--- src/rtl/fas_pkg.sv ---
// ----------------------------------------------------------------------------
// fas_pkg: shared types and constants of the arming supervisor
// Item and result structures, command, mode and register codes, and the
// fixed constants of the throttle ramp arithmetic.
// ----------------------------------------------------------------------------
package fas_pkg;

    typedef struct packed {
        logic        [2:0]  cmd;
        logic        [31:0] now_ms;
        logic signed [15:0] roll_centideg;
        logic signed [15:0] pitch_centideg;
        logic               imu_healthy;
        logic               battery_crit_now;
        logic        [2:0]  mode_request;
        logic        [15:0] battery_mv;
        logic        [15:0] step_ms;
    } t_in;

    typedef struct packed {
        logic [2:0]  mode_now;
        logic        is_armed;
        logic [16:0] throttle_scale_q16;
        logic        warn_flag;
        logic        crit_flag;
        logic        arm_pending;
    } t_out;

    typedef struct packed {
        logic prod;
        logic split;
        logic scale;
    } t_ramp_ld;

    localparam logic [2:0] CMD_UPDATE  = 3'd0;
    localparam logic [2:0] CMD_ARM     = 3'd1;
    localparam logic [2:0] CMD_DISARM  = 3'd2;
    localparam logic [2:0] CMD_SETMODE = 3'd3;
    localparam logic [2:0] CMD_BATTERY = 3'd4;
    localparam logic [2:0] CMD_RAMP    = 3'd5;

    localparam logic [2:0] MODE_DISARMED    = 3'd0;
    localparam logic [2:0] MODE_CALIBRATING = 3'd1;
    localparam logic [2:0] MODE_READY       = 3'd2;
    localparam logic [2:0] MODE_ARMED       = 3'd3;
    localparam logic [2:0] MODE_FAILSAFE    = 3'd4;

    localparam logic [2:0] REG_MAX_TILT     = 3'd0;
    localparam logic [2:0] REG_IMU_TIMEOUT  = 3'd1;
    localparam logic [2:0] REG_BATT_ENABLE  = 3'd2;
    localparam logic [2:0] REG_SETTLE_TIME  = 3'd3;
    localparam logic [2:0] REG_ARM_HOLD     = 3'd4;
    localparam logic [2:0] REG_BATT_CRIT    = 3'd5;
    localparam logic [2:0] REG_BATT_WARN    = 3'd6;
    localparam logic [2:0] REG_RAMP_RATE    = 3'd7;

    localparam logic [14:0]        RST_MAX_TILT    = 15'd3000;
    localparam logic [31:0]        RST_IMU_TIMEOUT = 32'd100;
    localparam logic [31:0]        RST_SETTLE_TIME = 32'd500;
    localparam logic [31:0]        RST_ARM_HOLD    = 32'd1000;
    localparam logic signed [21:0] RST_RAMP_RATE   = 22'sd65536;

    localparam logic [16:0] SCALE_ONE = 17'd65536;

    // Product magnitude from which the quotient by 1000 reaches full scale.
    localparam logic [37:0] RAMP_SAT_PRODUCT = 38'd65536000;
    // ceil(2^30 / 125): exact floor division by 125 for operands below 2^23.
    localparam logic [23:0] DIV125_RECIP     = 24'd8589935;
    localparam int          DIV125_SHIFT     = 30;

endpackage

--- src/rtl/flight_arming_safety_supervisor.sv ---
// ----------------------------------------------------------------------------
// flight_arming_safety_supervisor: arming and failsafe supervisor
// Tracks the flight mode, arm requests, IMU health, battery latches and a
// Q16 throttle ramp, and returns one result for every command item.
// ----------------------------------------------------------------------------
// Usage: command items enter on i_valid/o_ready with payload i_item, and
// one result per item leaves on o_valid/i_ready with payload o_result, in
// order. A transaction completes when valid and ready are both high.
// Configuration registers are written through i_cfg_valid/o_cfg_ready with
// i_cfg_index and i_cfg_data; the port is always ready and should only be
// used while no item is in flight.
// Pipeline: an accepted item passes through four item stages (three of them
// carry the ramp multiply and the division by 1000), the last of which loads
// the result register. Throughput is one item per cycle while the receiver
// does not stall; the state is updated as the item leaves the last stage.
// Reset restores the register defaults, the disarmed mode and empty stages.
// When the receiver stalls, the result register holds and the stages keep
// filling; o_ready falls only once every stage is occupied.
// ----------------------------------------------------------------------------
module flight_arming_safety_supervisor (
    input  logic          i_clk,
    input  logic          i_rst_n,
    input  logic          i_valid,
    output logic          o_ready,
    input  fas_pkg::t_in  i_item,
    output logic          o_valid,
    input  logic          i_ready,
    output fas_pkg::t_out o_result,
    input  logic          i_cfg_valid,
    output logic          o_cfg_ready,
    input  logic [2:0]    i_cfg_index,
    input  logic [31:0]   i_cfg_data
);

    logic [14:0]        r_max_tilt;
    logic [31:0]        r_imu_timeout;
    logic               r_batt_en;
    logic [31:0]        r_settle_time;
    logic [31:0]        r_arm_hold;
    logic [15:0]        r_batt_crit;
    logic [15:0]        r_batt_warn;
    logic signed [21:0] r_ramp_rate;

    logic [3:0]   r_v;
    fas_pkg::t_in r_item [4];
    logic [3:0]   w_ld;
    logic [3:0]   w_adv;
    logic [3:0]   w_free;
    logic         w_out_free;

    logic          r_out_v;
    fas_pkg::t_out r_out;

    logic [2:0]  r_mode;
    logic        r_arm_flag;
    logic [31:0] r_arm_time;
    logic [31:0] r_ready_time;
    logic [31:0] r_imu_time;
    logic        r_warn;
    logic        r_crit;
    logic [16:0] r_ramp;

    logic [2:0]  n_mode;
    logic        n_arm_flag;
    logic [31:0] n_arm_time;
    logic [31:0] n_ready_time;
    logic [31:0] n_imu_time;
    logic        n_warn;
    logic        n_crit;
    logic [16:0] n_ramp;
    fas_pkg::t_out n_out;

    fas_pkg::t_ramp_ld  w_ramp_ld;
    logic signed [17:0] w_delta;
    fas_pkg::t_in       w_cur;
    logic [16:0]        w_roll_mag;
    logic [16:0]        w_pitch_mag;
    logic signed [16:0] w_roll_x;
    logic signed [16:0] w_pitch_x;
    logic signed [16:0] w_roll_n;
    logic signed [16:0] w_pitch_n;
    logic signed [18:0] w_sum;

    assign w_cur = r_item[3];

    always_comb begin
        w_out_free = !r_out_v || i_ready;
        w_adv[3]   = r_v[3] && w_out_free;
        w_free[3]  = !r_v[3] || w_adv[3];
        for (int k = 2; k >= 0; k--) begin
            w_adv[k]  = r_v[k] && w_free[k + 1];
            w_free[k] = !r_v[k] || w_adv[k];
        end
        w_ld[0] = i_valid && w_free[0];
        for (int k = 1; k < 4; k++) begin
            w_ld[k] = w_adv[k - 1];
        end
    end

    assign o_ready     = w_free[0];
    assign o_valid     = r_out_v;
    assign o_result    = r_out;
    assign o_cfg_ready = 1'b1;

    assign w_ramp_ld.prod  = w_ld[1];
    assign w_ramp_ld.split = w_ld[2];
    assign w_ramp_ld.scale = w_ld[3];

    fas_ramp_delta u_ramp_delta (
        .i_clk   (i_clk),
        .i_ld    (w_ramp_ld),
        .i_rate  (r_ramp_rate),
        .i_step  (r_item[0].step_ms),
        .o_delta (w_delta)
    );

    assign w_roll_x    = {w_cur.roll_centideg[15], w_cur.roll_centideg};
    assign w_pitch_x   = {w_cur.pitch_centideg[15], w_cur.pitch_centideg};
    assign w_roll_n    = -w_roll_x;
    assign w_pitch_n   = -w_pitch_x;
    assign w_roll_mag  = w_roll_x[16] ? w_roll_n : w_roll_x;
    assign w_pitch_mag = w_pitch_x[16] ? w_pitch_n : w_pitch_x;
    assign w_sum       = $signed({2'b00, r_ramp}) + $signed({w_delta[17], w_delta});

    always_comb begin
        n_mode       = r_mode;
        n_arm_flag   = r_arm_flag;
        n_arm_time   = r_arm_time;
        n_ready_time = r_ready_time;
        n_imu_time   = r_imu_time;
        n_warn       = r_warn;
        n_crit       = r_crit;
        n_ramp       = r_ramp;
        case (w_cur.cmd)
            fas_pkg::CMD_UPDATE: begin
                if (w_cur.imu_healthy) begin
                    n_imu_time = w_cur.now_ms;
                end
                if ((w_roll_mag > {2'b00, r_max_tilt}) ||
                    (w_pitch_mag > {2'b00, r_max_tilt}) ||
                    ((w_cur.now_ms - n_imu_time) > r_imu_timeout) ||
                    (r_batt_en && w_cur.battery_crit_now)) begin
                    n_mode     = fas_pkg::MODE_FAILSAFE;
                    n_arm_flag = 1'b0;
                    n_ramp     = '0;
                end
                if (n_mode == fas_pkg::MODE_READY) begin
                    if (r_arm_flag &&
                        ((w_cur.now_ms - r_ready_time) >= r_settle_time)) begin
                        if ((w_cur.now_ms - r_arm_time) >= r_arm_hold) begin
                            n_mode = fas_pkg::MODE_ARMED;
                            n_ramp = '0;
                        end
                    end else if (!r_arm_flag) begin
                        n_arm_time = w_cur.now_ms;
                    end
                end
            end
            fas_pkg::CMD_ARM: begin
                if (!r_arm_flag) begin
                    n_arm_flag = 1'b1;
                    n_arm_time = w_cur.now_ms;
                end
            end
            fas_pkg::CMD_DISARM: begin
                n_mode     = fas_pkg::MODE_DISARMED;
                n_arm_flag = 1'b0;
                n_ramp     = '0;
            end
            fas_pkg::CMD_SETMODE: begin
                if (w_cur.mode_request <= fas_pkg::MODE_FAILSAFE) begin
                    n_mode = w_cur.mode_request;
                    if (w_cur.mode_request == fas_pkg::MODE_READY) begin
                        n_ready_time = w_cur.now_ms;
                    end
                    if (w_cur.mode_request == fas_pkg::MODE_ARMED) begin
                        n_ramp = '0;
                    end
                    if ((w_cur.mode_request == fas_pkg::MODE_DISARMED) ||
                        (w_cur.mode_request == fas_pkg::MODE_FAILSAFE)) begin
                        n_arm_flag = 1'b0;
                        n_ramp     = '0;
                    end
                end
            end
            fas_pkg::CMD_BATTERY: begin
                if (r_batt_en) begin
                    if (w_cur.battery_mv <= r_batt_crit) begin
                        n_crit = 1'b1;
                    end
                    if (w_cur.battery_mv <= r_batt_warn) begin
                        n_warn = 1'b1;
                    end
                end
            end
            fas_pkg::CMD_RAMP: begin
                if (r_mode == fas_pkg::MODE_ARMED) begin
                    if (w_sum < 0) begin
                        n_ramp = '0;
                    end else if (w_sum > $signed({2'b00, fas_pkg::SCALE_ONE})) begin
                        n_ramp = fas_pkg::SCALE_ONE;
                    end else begin
                        n_ramp = w_sum[16:0];
                    end
                end
            end
            default: begin
            end
        endcase

        n_out.mode_now           = n_mode;
        n_out.is_armed           = (n_mode == fas_pkg::MODE_ARMED);
        n_out.throttle_scale_q16 = (n_mode == fas_pkg::MODE_ARMED) ? n_ramp : '0;
        n_out.warn_flag          = n_warn;
        n_out.crit_flag          = n_crit;
        n_out.arm_pending        = n_arm_flag;
    end

    always_ff @(posedge i_clk) begin
        if (!i_rst_n) begin
            r_max_tilt    <= fas_pkg::RST_MAX_TILT;
            r_imu_timeout <= fas_pkg::RST_IMU_TIMEOUT;
            r_batt_en     <= 1'b0;
            r_settle_time <= fas_pkg::RST_SETTLE_TIME;
            r_arm_hold    <= fas_pkg::RST_ARM_HOLD;
            r_batt_crit   <= '0;
            r_batt_warn   <= '0;
            r_ramp_rate   <= fas_pkg::RST_RAMP_RATE;
        end else if (i_cfg_valid) begin
            case (i_cfg_index)
                fas_pkg::REG_MAX_TILT:    r_max_tilt    <= i_cfg_data[14:0];
                fas_pkg::REG_IMU_TIMEOUT: r_imu_timeout <= i_cfg_data;
                fas_pkg::REG_BATT_ENABLE: r_batt_en     <= i_cfg_data[0];
                fas_pkg::REG_SETTLE_TIME: r_settle_time <= i_cfg_data;
                fas_pkg::REG_ARM_HOLD:    r_arm_hold    <= i_cfg_data;
                fas_pkg::REG_BATT_CRIT:   r_batt_crit   <= i_cfg_data[15:0];
                fas_pkg::REG_BATT_WARN:   r_batt_warn   <= i_cfg_data[15:0];
                fas_pkg::REG_RAMP_RATE:   r_ramp_rate   <= $signed(i_cfg_data[21:0]);
                default: begin
                end
            endcase
        end
    end

    always_ff @(posedge i_clk) begin
        if (!i_rst_n) begin
            r_v     <= '0;
            r_out_v <= 1'b0;
        end else begin
            for (int k = 0; k < 4; k++) begin
                r_v[k] <= w_ld[k] || (r_v[k] && !w_adv[k]);
            end
            if (w_adv[3]) begin
                r_out_v <= 1'b1;
            end else if (i_ready) begin
                r_out_v <= 1'b0;
            end
        end
    end

    always_ff @(posedge i_clk) begin
        if (w_ld[0]) begin
            r_item[0] <= i_item;
        end
        for (int k = 1; k < 4; k++) begin
            if (w_ld[k]) begin
                r_item[k] <= r_item[k - 1];
            end
        end
        if (w_adv[3]) begin
            r_out <= n_out;
        end
    end

    always_ff @(posedge i_clk) begin
        if (!i_rst_n) begin
            r_mode       <= fas_pkg::MODE_DISARMED;
            r_arm_flag   <= 1'b0;
            r_arm_time   <= '0;
            r_ready_time <= '0;
            r_imu_time   <= '0;
            r_warn       <= 1'b0;
            r_crit       <= 1'b0;
            r_ramp       <= '0;
        end else if (w_adv[3]) begin
            r_mode       <= n_mode;
            r_arm_flag   <= n_arm_flag;
            r_arm_time   <= n_arm_time;
            r_ready_time <= n_ready_time;
            r_imu_time   <= n_imu_time;
            r_warn       <= n_warn;
            r_crit       <= n_crit;
            r_ramp       <= n_ramp;
        end
    end

    a_throttle_only_armed: assert property (@(posedge i_clk) disable iff (!i_rst_n)
        (r_out_v && !r_out.is_armed) |-> (r_out.throttle_scale_q16 == '0))
        else $error("throttle scale non-zero outside armed mode");

    a_ramp_in_range: assert property (@(posedge i_clk) disable iff (!i_rst_n)
        r_ramp <= fas_pkg::SCALE_ONE)
        else $error("ramp value beyond full scale");

    a_warn_latched: assert property (@(posedge i_clk) disable iff (!i_rst_n)
        $past(i_rst_n) |-> !$fell(r_warn))
        else $error("battery warning latch cleared");

    a_crit_latched: assert property (@(posedge i_clk) disable iff (!i_rst_n)
        $past(i_rst_n) |-> !$fell(r_crit))
        else $error("battery critical latch cleared");

    a_state_holds_idle: assert property (@(posedge i_clk) disable iff (!i_rst_n)
        ($past(i_rst_n) && !$past(w_adv[3])) |-> ($stable(r_mode) && $stable(r_ramp)))
        else $error("supervisor state changed without a transaction");

endmodule

--- src/rtl/fas_ramp_delta.sv ---
// ----------------------------------------------------------------------------
// fas_ramp_delta: throttle ramp increment pipeline
// Forms rate times step, divides by 1000 with truncation toward zero by a
// reciprocal multiplication, and clamps the magnitude at full scale.
// ----------------------------------------------------------------------------
module fas_ramp_delta (
    input  logic               i_clk,
    input  fas_pkg::t_ramp_ld  i_ld,
    input  logic signed [21:0] i_rate,
    input  logic        [15:0] i_step,
    output logic signed [17:0] o_delta
);

    logic signed [38:0] r_prod;
    logic               r_neg;
    logic               r_big;
    logic        [22:0] r_y;
    logic               r_neg_q;
    logic               r_big_q;
    logic        [46:0] r_qm;

    logic signed [38:0] w_prod_neg;
    logic        [37:0] w_abs;
    logic               w_big;
    logic        [16:0] w_q;
    logic        [17:0] w_mag;

    assign w_prod_neg = -r_prod;
    assign w_abs      = r_prod[38] ? w_prod_neg[37:0] : r_prod[37:0];
    assign w_big      = w_abs >= fas_pkg::RAMP_SAT_PRODUCT;

    assign w_q     = r_qm[fas_pkg::DIV125_SHIFT +: 17];
    assign w_mag   = r_big_q ? {1'b0, fas_pkg::SCALE_ONE} : {1'b0, w_q};
    assign o_delta = r_neg_q ? -$signed(w_mag) : $signed(w_mag);

    always_ff @(posedge i_clk) begin
        if (i_ld.prod) begin
            r_prod <= i_rate * $signed({1'b0, i_step});
        end
        if (i_ld.split) begin
            r_neg <= r_prod[38];
            r_big <= w_big;
            r_y   <= w_abs[25:3];
        end
        if (i_ld.scale) begin
            r_neg_q <= r_neg;
            r_big_q <= r_big;
            r_qm    <= {24'd0, r_y} * {23'd0, fas_pkg::DIV125_RECIP};
        end
    end

endmodule

--- config.mk ---
export PLATFORM = sky130hd
export DESIGN_NAME = flight_arming_safety_supervisor
export DESIGN_NICKNAME = d
export VERILOG_FILES = /design/src/rtl/fas_pkg.sv /design/src/rtl/flight_arming_safety_supervisor.sv /design/src/rtl/fas_ramp_delta.sv
export SDC_FILE = /design/constraint.sdc
export NUM_CORES = 2
export LEC_CHECK = 0
export ABC_CLOCK_PERIOD_IN_PS = 15600
export BUFFER_PORTS_ARGS = -buffer_cell sky130_fd_sc_hd__buf_2
export CORE_ASPECT_RATIO = 0.8
export CORE_MARGIN = 3
export CORE_UTILIZATION = 42
export DETAILED_ROUTE_END_ITERATION = 16
export PLACE_DENSITY_LB_ADDON = 0.05
export SLEW_MARGIN = 20
export SYNTH_ARGS = -nofsm -noshare
export SYNTH_HDL_FRONTEND = slang
export SYNTH_SLANG_ARGS = --single-unit
--- constraint.sdc ---
create_clock -name i_clk -period 15.6 [get_ports i_clk]
set_input_delay 0 -clock i_clk [delete_from_list [all_inputs] [get_ports i_clk]]
set_output_delay 0 -clock i_clk [all_outputs]
set_load 0.01 [all_outputs]
After elaboration in Yosys (flattened, before gate mapping). Memories as Yosys holds them, arrays and structs flattened. Cells that the tools add are included.

Flip-flop bits (word level): 427. RAM bits: 416. Output and inout port bits: 27. Word-level logic and storage cells: 171. Memories: 1.

Add/sub/neg operators: 8. Multiply operators: 2. Order comparisons: 11. Eq/ne operators: 20. Mux-type cells: 49. Reduce and logical (&&, ||, !) cells: 49.

Memories: r_item (depth 4, bits a word 104, read ports 4, clocked after memory_dff 0, write ports 4, line flight_arming_safety_supervisor.sv:45) `fas_pkg::t_in r_item [4];`.

Operator list (number): $mux 17 (13); $mux 32 (5); $sub 32x32->32 (3); $pmux 17 s4 (1); $ge 32x32->1 (2); $pmux 32 s2 (1); $mul 23x24->47 const B (1); $mul 22x17->39 (1); $ge 38x26->1 const B (1); $mux 38 (1); $neg 38->38 (1); $gt 17x15->1 (2); $neg 16->17 (2); $gt 32x32->1 (1); $le 16x16->1 (2); $eq 3x2->1 const B (9); $eq 3x3->1 const B (7); $add 18x18->19 (1); $gt 19x18->1 const B (1); $lt 19x1->1 const B (1); $mux 1 (19); $mux 18 (1); $mux 3 (6); $neg 18->18 (1); other kinds (12) (56).

Depth between registers and ports, before layout. An unclocked memory read counts as a cell.

Depth in word-level cells: 14. Mapped depth: 27.

Hierarchy. From an unflattened synthesis, not the netlist that was laid out.

Cells, all modules: 5763. Area, all modules: 57619.0 um^2.

By module, submodules not included: flight_arming_safety_supervisor (instances 1, cells each 3164, area an instance 32915.3 um^2, sequential area each 17576.9 um^2); fas_ramp_delta (instances 1, cells each 2599, area an instance 24703.7 um^2, sequential area each 2492.4 um^2).

Least setup slack after synthesis. OpenSTA, ideal clock, no wires.

Path kind: reg-to-reg. From: register r_out_v, in the netlist o_valid. To: memory r_item[1][100] in the netlist's numbering, enable pin. Library setup time: 0.807 ns. Arrival time: 9.986 ns. Setup slack: 4.806 ns. Cell stages (with the launch flop): 5. Path buffers: 1. Cell sequence: dfxtp_1 > nor2b_1 > and3_1 > clkbuf_1 > a21boi_0.

RTL lines: start, declared (line flight_arming_safety_supervisor.sv:51) `logic r_out_v;`; start signal, assigned (line flight_arming_safety_supervisor.sv:248) `r_out_v <= 1'b0;`; start signal, assigned (line flight_arming_safety_supervisor.sv:254) `r_out_v <= 1'b1;`; start signal, assigned (line flight_arming_safety_supervisor.sv:256) `r_out_v <= 1'b0;`; end, declared (line flight_arming_safety_supervisor.sv:45).

==> impl_metrics.py <==
metrics = {
    "status": {
        "status": "complete, no violations",
    },
    "synthesis": {
        "synth_flop_cell": "edfxtp_1",
        "yosys.area_share.simple_pct": 11.6,
        "synthAdderAreaFrac_pct": 30.8,
        "synth_edf_count": 475,
        "async_flop_share_pct": 0,
        "postSynthNetCount": 6937,
        "synth.mux.area_fraction_pct": 0.646,
        "synth-compound-area-share_pct": 11.5,
        "synth-xor-area-share_pct": 3.20,
        "syn_inst": 5679,
        "synth_top_family_by_area": "adder cells",
        "synth_area_mm2": 0.0577,
        "syn_area_per_cell_um2": 10.2,
        "synth_seq_cells": 765,
        "synth-warning-count": 0,
        "synth_seq_area_share_pct": 34.8,
        "synth_cell_type_count": 83,
    },
    "drt": {
        "drtPass1Iterations": 6,
        "avgRoutedWirePerCell_um": 18.0,
        "ant_nets": 0,
        "routed_wl_mm": 142,
        "drt-initial-drc-count": 2380,
        "vias": 39500,
        "drc": 0,
        "via_per_inst": 5.00,
    },
    "worst_setup_path": {
        "crit_path_end_kind": "flop",
        "path_max_fanout": 34,
        "cp.arrival_ns": 8.58,
        "crit_type": "reg -> reg",
        "r2r_setup_slack_ns": 7.51,
        "critPathLaunchType": "flop",
        "required_ns": 16.10,
    },
    "cts": {
        "cts.clk_slew.worst_paths_ns": 0.06,
        "cts_made_buffers": 85,
        "postCtsSetupRepairBufs": 0,
        "clkSinkCount": 765,
        "cts_max_level": 3,
        "clock_latency_ns": 0.68,
        "cts_buffer_depth": 3,
        "cts_root_buf": "clkbuf_16",
        "cts_tree": "built",
    },
    "cells_and_area": {
        "fill_cells": 12800,
        "final_util_pct": 48.4,
        "drive_gt1_share_pct": 6.28,
        "design_area_mm2": 0.0660,
        "layout.cells.non_filler": 7904,
        "area_growth_pct": 14.3,
        "finalNetCount": 7304,
    },
    "timing": {
        "tns_ns": 0,
        "slew_headroom_pct": 25.5,
        "whs_ns": 0.0542,
        "finalClockSkew_ns": 0.0288,
        "fmax_ghz": 0.124,
        "rsz0062_at_grt": "false",
        "tightest_slew_ns": 1.12,
        "hold_viol": 0,
        "fin_crit_ns": 8.09,
        "maxSlewViolCount": 0,
        "timing.final.setup_violations": 0,
        "fin_crit_sh_pct": 51.8,
    },
    "floorplanning": {
        "core.rowCount": 121,
        "initial_core_util_pct": 42.4,
        "die_y_um": 338,
        "io_pins": 171,
        "die_area_mm2": 0.142,
        "core_area_mm2": 0.136,
        "die_x_um": 421,
    },
    "hold_path": {
        "hold_class": "in -> reg",
    },
    "pwr": {
        "vdd_drop_max_mv": 0.109,
        "p_per_area_mw_per_mm2": 98.6,
        "p_leak_nw": 28.0,
    },
    "global_routing": {
        "grt_usage_pct": 20.4,
        "overflow": 0,
        "grt_pass1_vias": 39400,
        "grt_pass1_wl_mm": 226,
        "antenna_found_initial": 7,
        "grt_max_degree": 94,
    },
    "placed_design": {
        "placed_area_mm2": 0.0606,
        "dp_hpwl_mm": 108,
        "place_congestion": 0.856,
        "portBuffers": 169,
        "place_inst": 7500,
    },
    "flow_run": {
        "maxCapViolCount": 0,
    },
}
[layer usage]
metal	global-route usage (%)	vias to the layer above	part of all wire (%)
met4	3.73	4	1.6
met3	3.92	120	5.3
met2	29.2	722	41
met1	32.0	19100	52
met5	0	-	0.017
li1	-	19600	-
[logic make-up after synthesis]
| group | after synthesis |
|---|---|
| buffers and inverters | 1145 |
| DFF | 765 |
| and+or+nand+nor | 1428 |
| adders and majority gates | 1115 |
| xor gates and xnor gates | 211 |
| AOI/OAI and AO/OA | 977 |
| muxes | 37 |
| other | 1 |
[cells in the mapped netlist, types with 5 or more instances]
| cell type | count | area, um2 |
|---|---|---|
| a211o_1 | 10 | 87.6 |
| a211oi_1 | 25 | 188 |
| a21boi_0 | 189 | 1420 |
| a21boi_1 | 16 | 120 |
| a21o_1 | 110 | 826 |
| a21oi_1 | 175 | 876 |
| a31o_2 | 5 | 43.8 |
| a31oi_1 | 30 | 188 |
| a32oi_1 | 5 | 43.8 |
| and2_1 | 185 | 1160 |
| and3_1 | 11 | 68.8 |
| and4_1 | 5 | 43.8 |
| buf_1 | 8 | 30.0 |
| clkbuf_1 | 161 | 604 |
| dfxtp_1 | 290 | 5810 |
| edfxtp_1 | 475 | 14300 |
| fa_1 | 508 | 10200 |
| ha_1 | 606 | 7580 |
| inv_1 | 972 | 3650 |
| mux2i_1 | 35 | 350 |
| nand2_1 | 740 | 2780 |
| nand2b_1 | 36 | 225 |
| nand3_1 | 97 | 485 |
| nand3b_1 | 6 | 45.0 |
| nand4_1 | 41 | 257 |
| nor2_1 | 124 | 465 |
| nor2b_1 | 47 | 294 |
| nor3_1 | 47 | 235 |
| nor4_1 | 20 | 125 |
| o2111ai_1 | 8 | 70.1 |
| o211a_1 | 34 | 340 |
| o211ai_1 | 40 | 300 |
| o21a_1 | 40 | 300 |
| o21ai_0 | 156 | 781 |
| o21bai_1 | 28 | 210 |
| o22ai_1 | 20 | 125 |
| o31a_1 | 6 | 52.6 |
| o31ai_1 | 28 | 210 |
| o41ai_1 | 11 | 96.3 |
| or2_2 | 14 | 87.6 |
| or3_1 | 23 | 144 |
| or4_1 | 6 | 45.0 |
| xnor2_1 | 163 | 1430 |
| xor2_1 | 48 | 420 |
[cells in the final DEF, fill, tap and decap left out, types with 41 or more instances in the layout]
master	Yosys	layout
inv_1	972	972
nand2_1	740	740
ha_1	606	606
fa_1	508	508
edfxtp_1	475	475
dfxtp_1	290	290
dlygate4sd3_1	0	241
a21boi_0	189	187
and2_1	185	185
a21oi_1	175	174
buf_2	2	168
xnor2_1	163	163
o21ai_0	156	156
nor2_1	124	121
a21o_1	110	110
nand3_1	97	97
clkbuf_16	0	88
xor2_1	48	48
nor2b_1	47	46
nor3_1	47	45
nand4_1	41	41
[report_power, final]
| group | switching (mW) | internal (mW) | total, mW |
|---|---|---|---|
| clock | 0.871 | 1.25 | 2.12 |
| combinational | 1.19 | 0.873 | 2.06 |
| sequential | 0.0681 | 2.25 | 2.32 |
[state kept, by name, summed over array words and instances (netlist names), 17 cells and up]
name,count
r_arm_time,32
u_ramp_delta.r_y,23
r_item,368
r_ramp_rate,22
r_ready_time,32
o_result,24
r_imu_time,32
r_ramp,17
u_ramp_delta.r_prod,39
r_arm_hold,32
r_imu_timeout,32
u_ramp_delta.r_qm,17
r_settle_time,32
[per-stage QoR]
stage,total power [mW],setup WS (ns)
2_1_floorplan,3.79,4.81
3_3_place_gp,4.38,7.69
3_5_place_dp,4.39,7.63
4_1_cts,6.61,7.56
5_1_grt,7.02,6.79
6_report,6.50,7.51
[what timing repair did]
action                    4_1_cts  5_1_grt
hold endpoints to repair      344        0
gates resized for setup         0        0
hold buffers                  241        0
[worst paths after layout]
| check | start | to | cells after the start |
|---|---|---|---|
| max | r_item[3][36] | o_result[14] | 26 |
| min reg2reg | u_ramp_delta.r_neg | u_ramp_delta.r_neg_q | 0 |
| min | i_item[63] | r_item[0][63] | 2 |
| max reg2reg | r_item[3][36] | o_result[14] | 26 |
[critical path, cell delays in order (launching register included)]
cell and delay, ns:
edfxtp_1 0.32, buf_4 0.48, mux2_2 0.42, ha_1 0.22, inv_1 0.07, fa_1 0.20, a21o_1 0.16, nand4_1 0.12
a21boi_0 0.36, o21bai_1 0.21, a31oi_1 0.29, o211ai_1 0.22, a311oi_1 0.66, a21oi_1 0.15, o21ai_0 0.22, xor2_1 0.11
ha_1 0.30, nand4_1 0.19, or2_2 0.37, nor3_1 0.61, nand4_1 0.39, o31ai_1 0.16, o211ai_1 0.30, nor2_1 0.34
and4_1 0.29, o221a_2 0.44, a21boi_1 0.29
[area by class of cell]
class | instances | area (um2) | share of cell area (%)
flip-flops and latches | 765 | 20100 | 30.4
well taps | 1783 | 2230 | 3.38
inverters | 973 | 3650 | 5.54
clock inverters | 50 | 662 | 1.00
repair buffers | 452 | 3590 | 5.45
multi-input cells | 3769 | 33500 | 50.7
clock buffers | 106 | 2290 | 3.47
diodes | 6 | 15.0 | 0.0228
No activity file was read; power rests on OpenSTA's default activity.
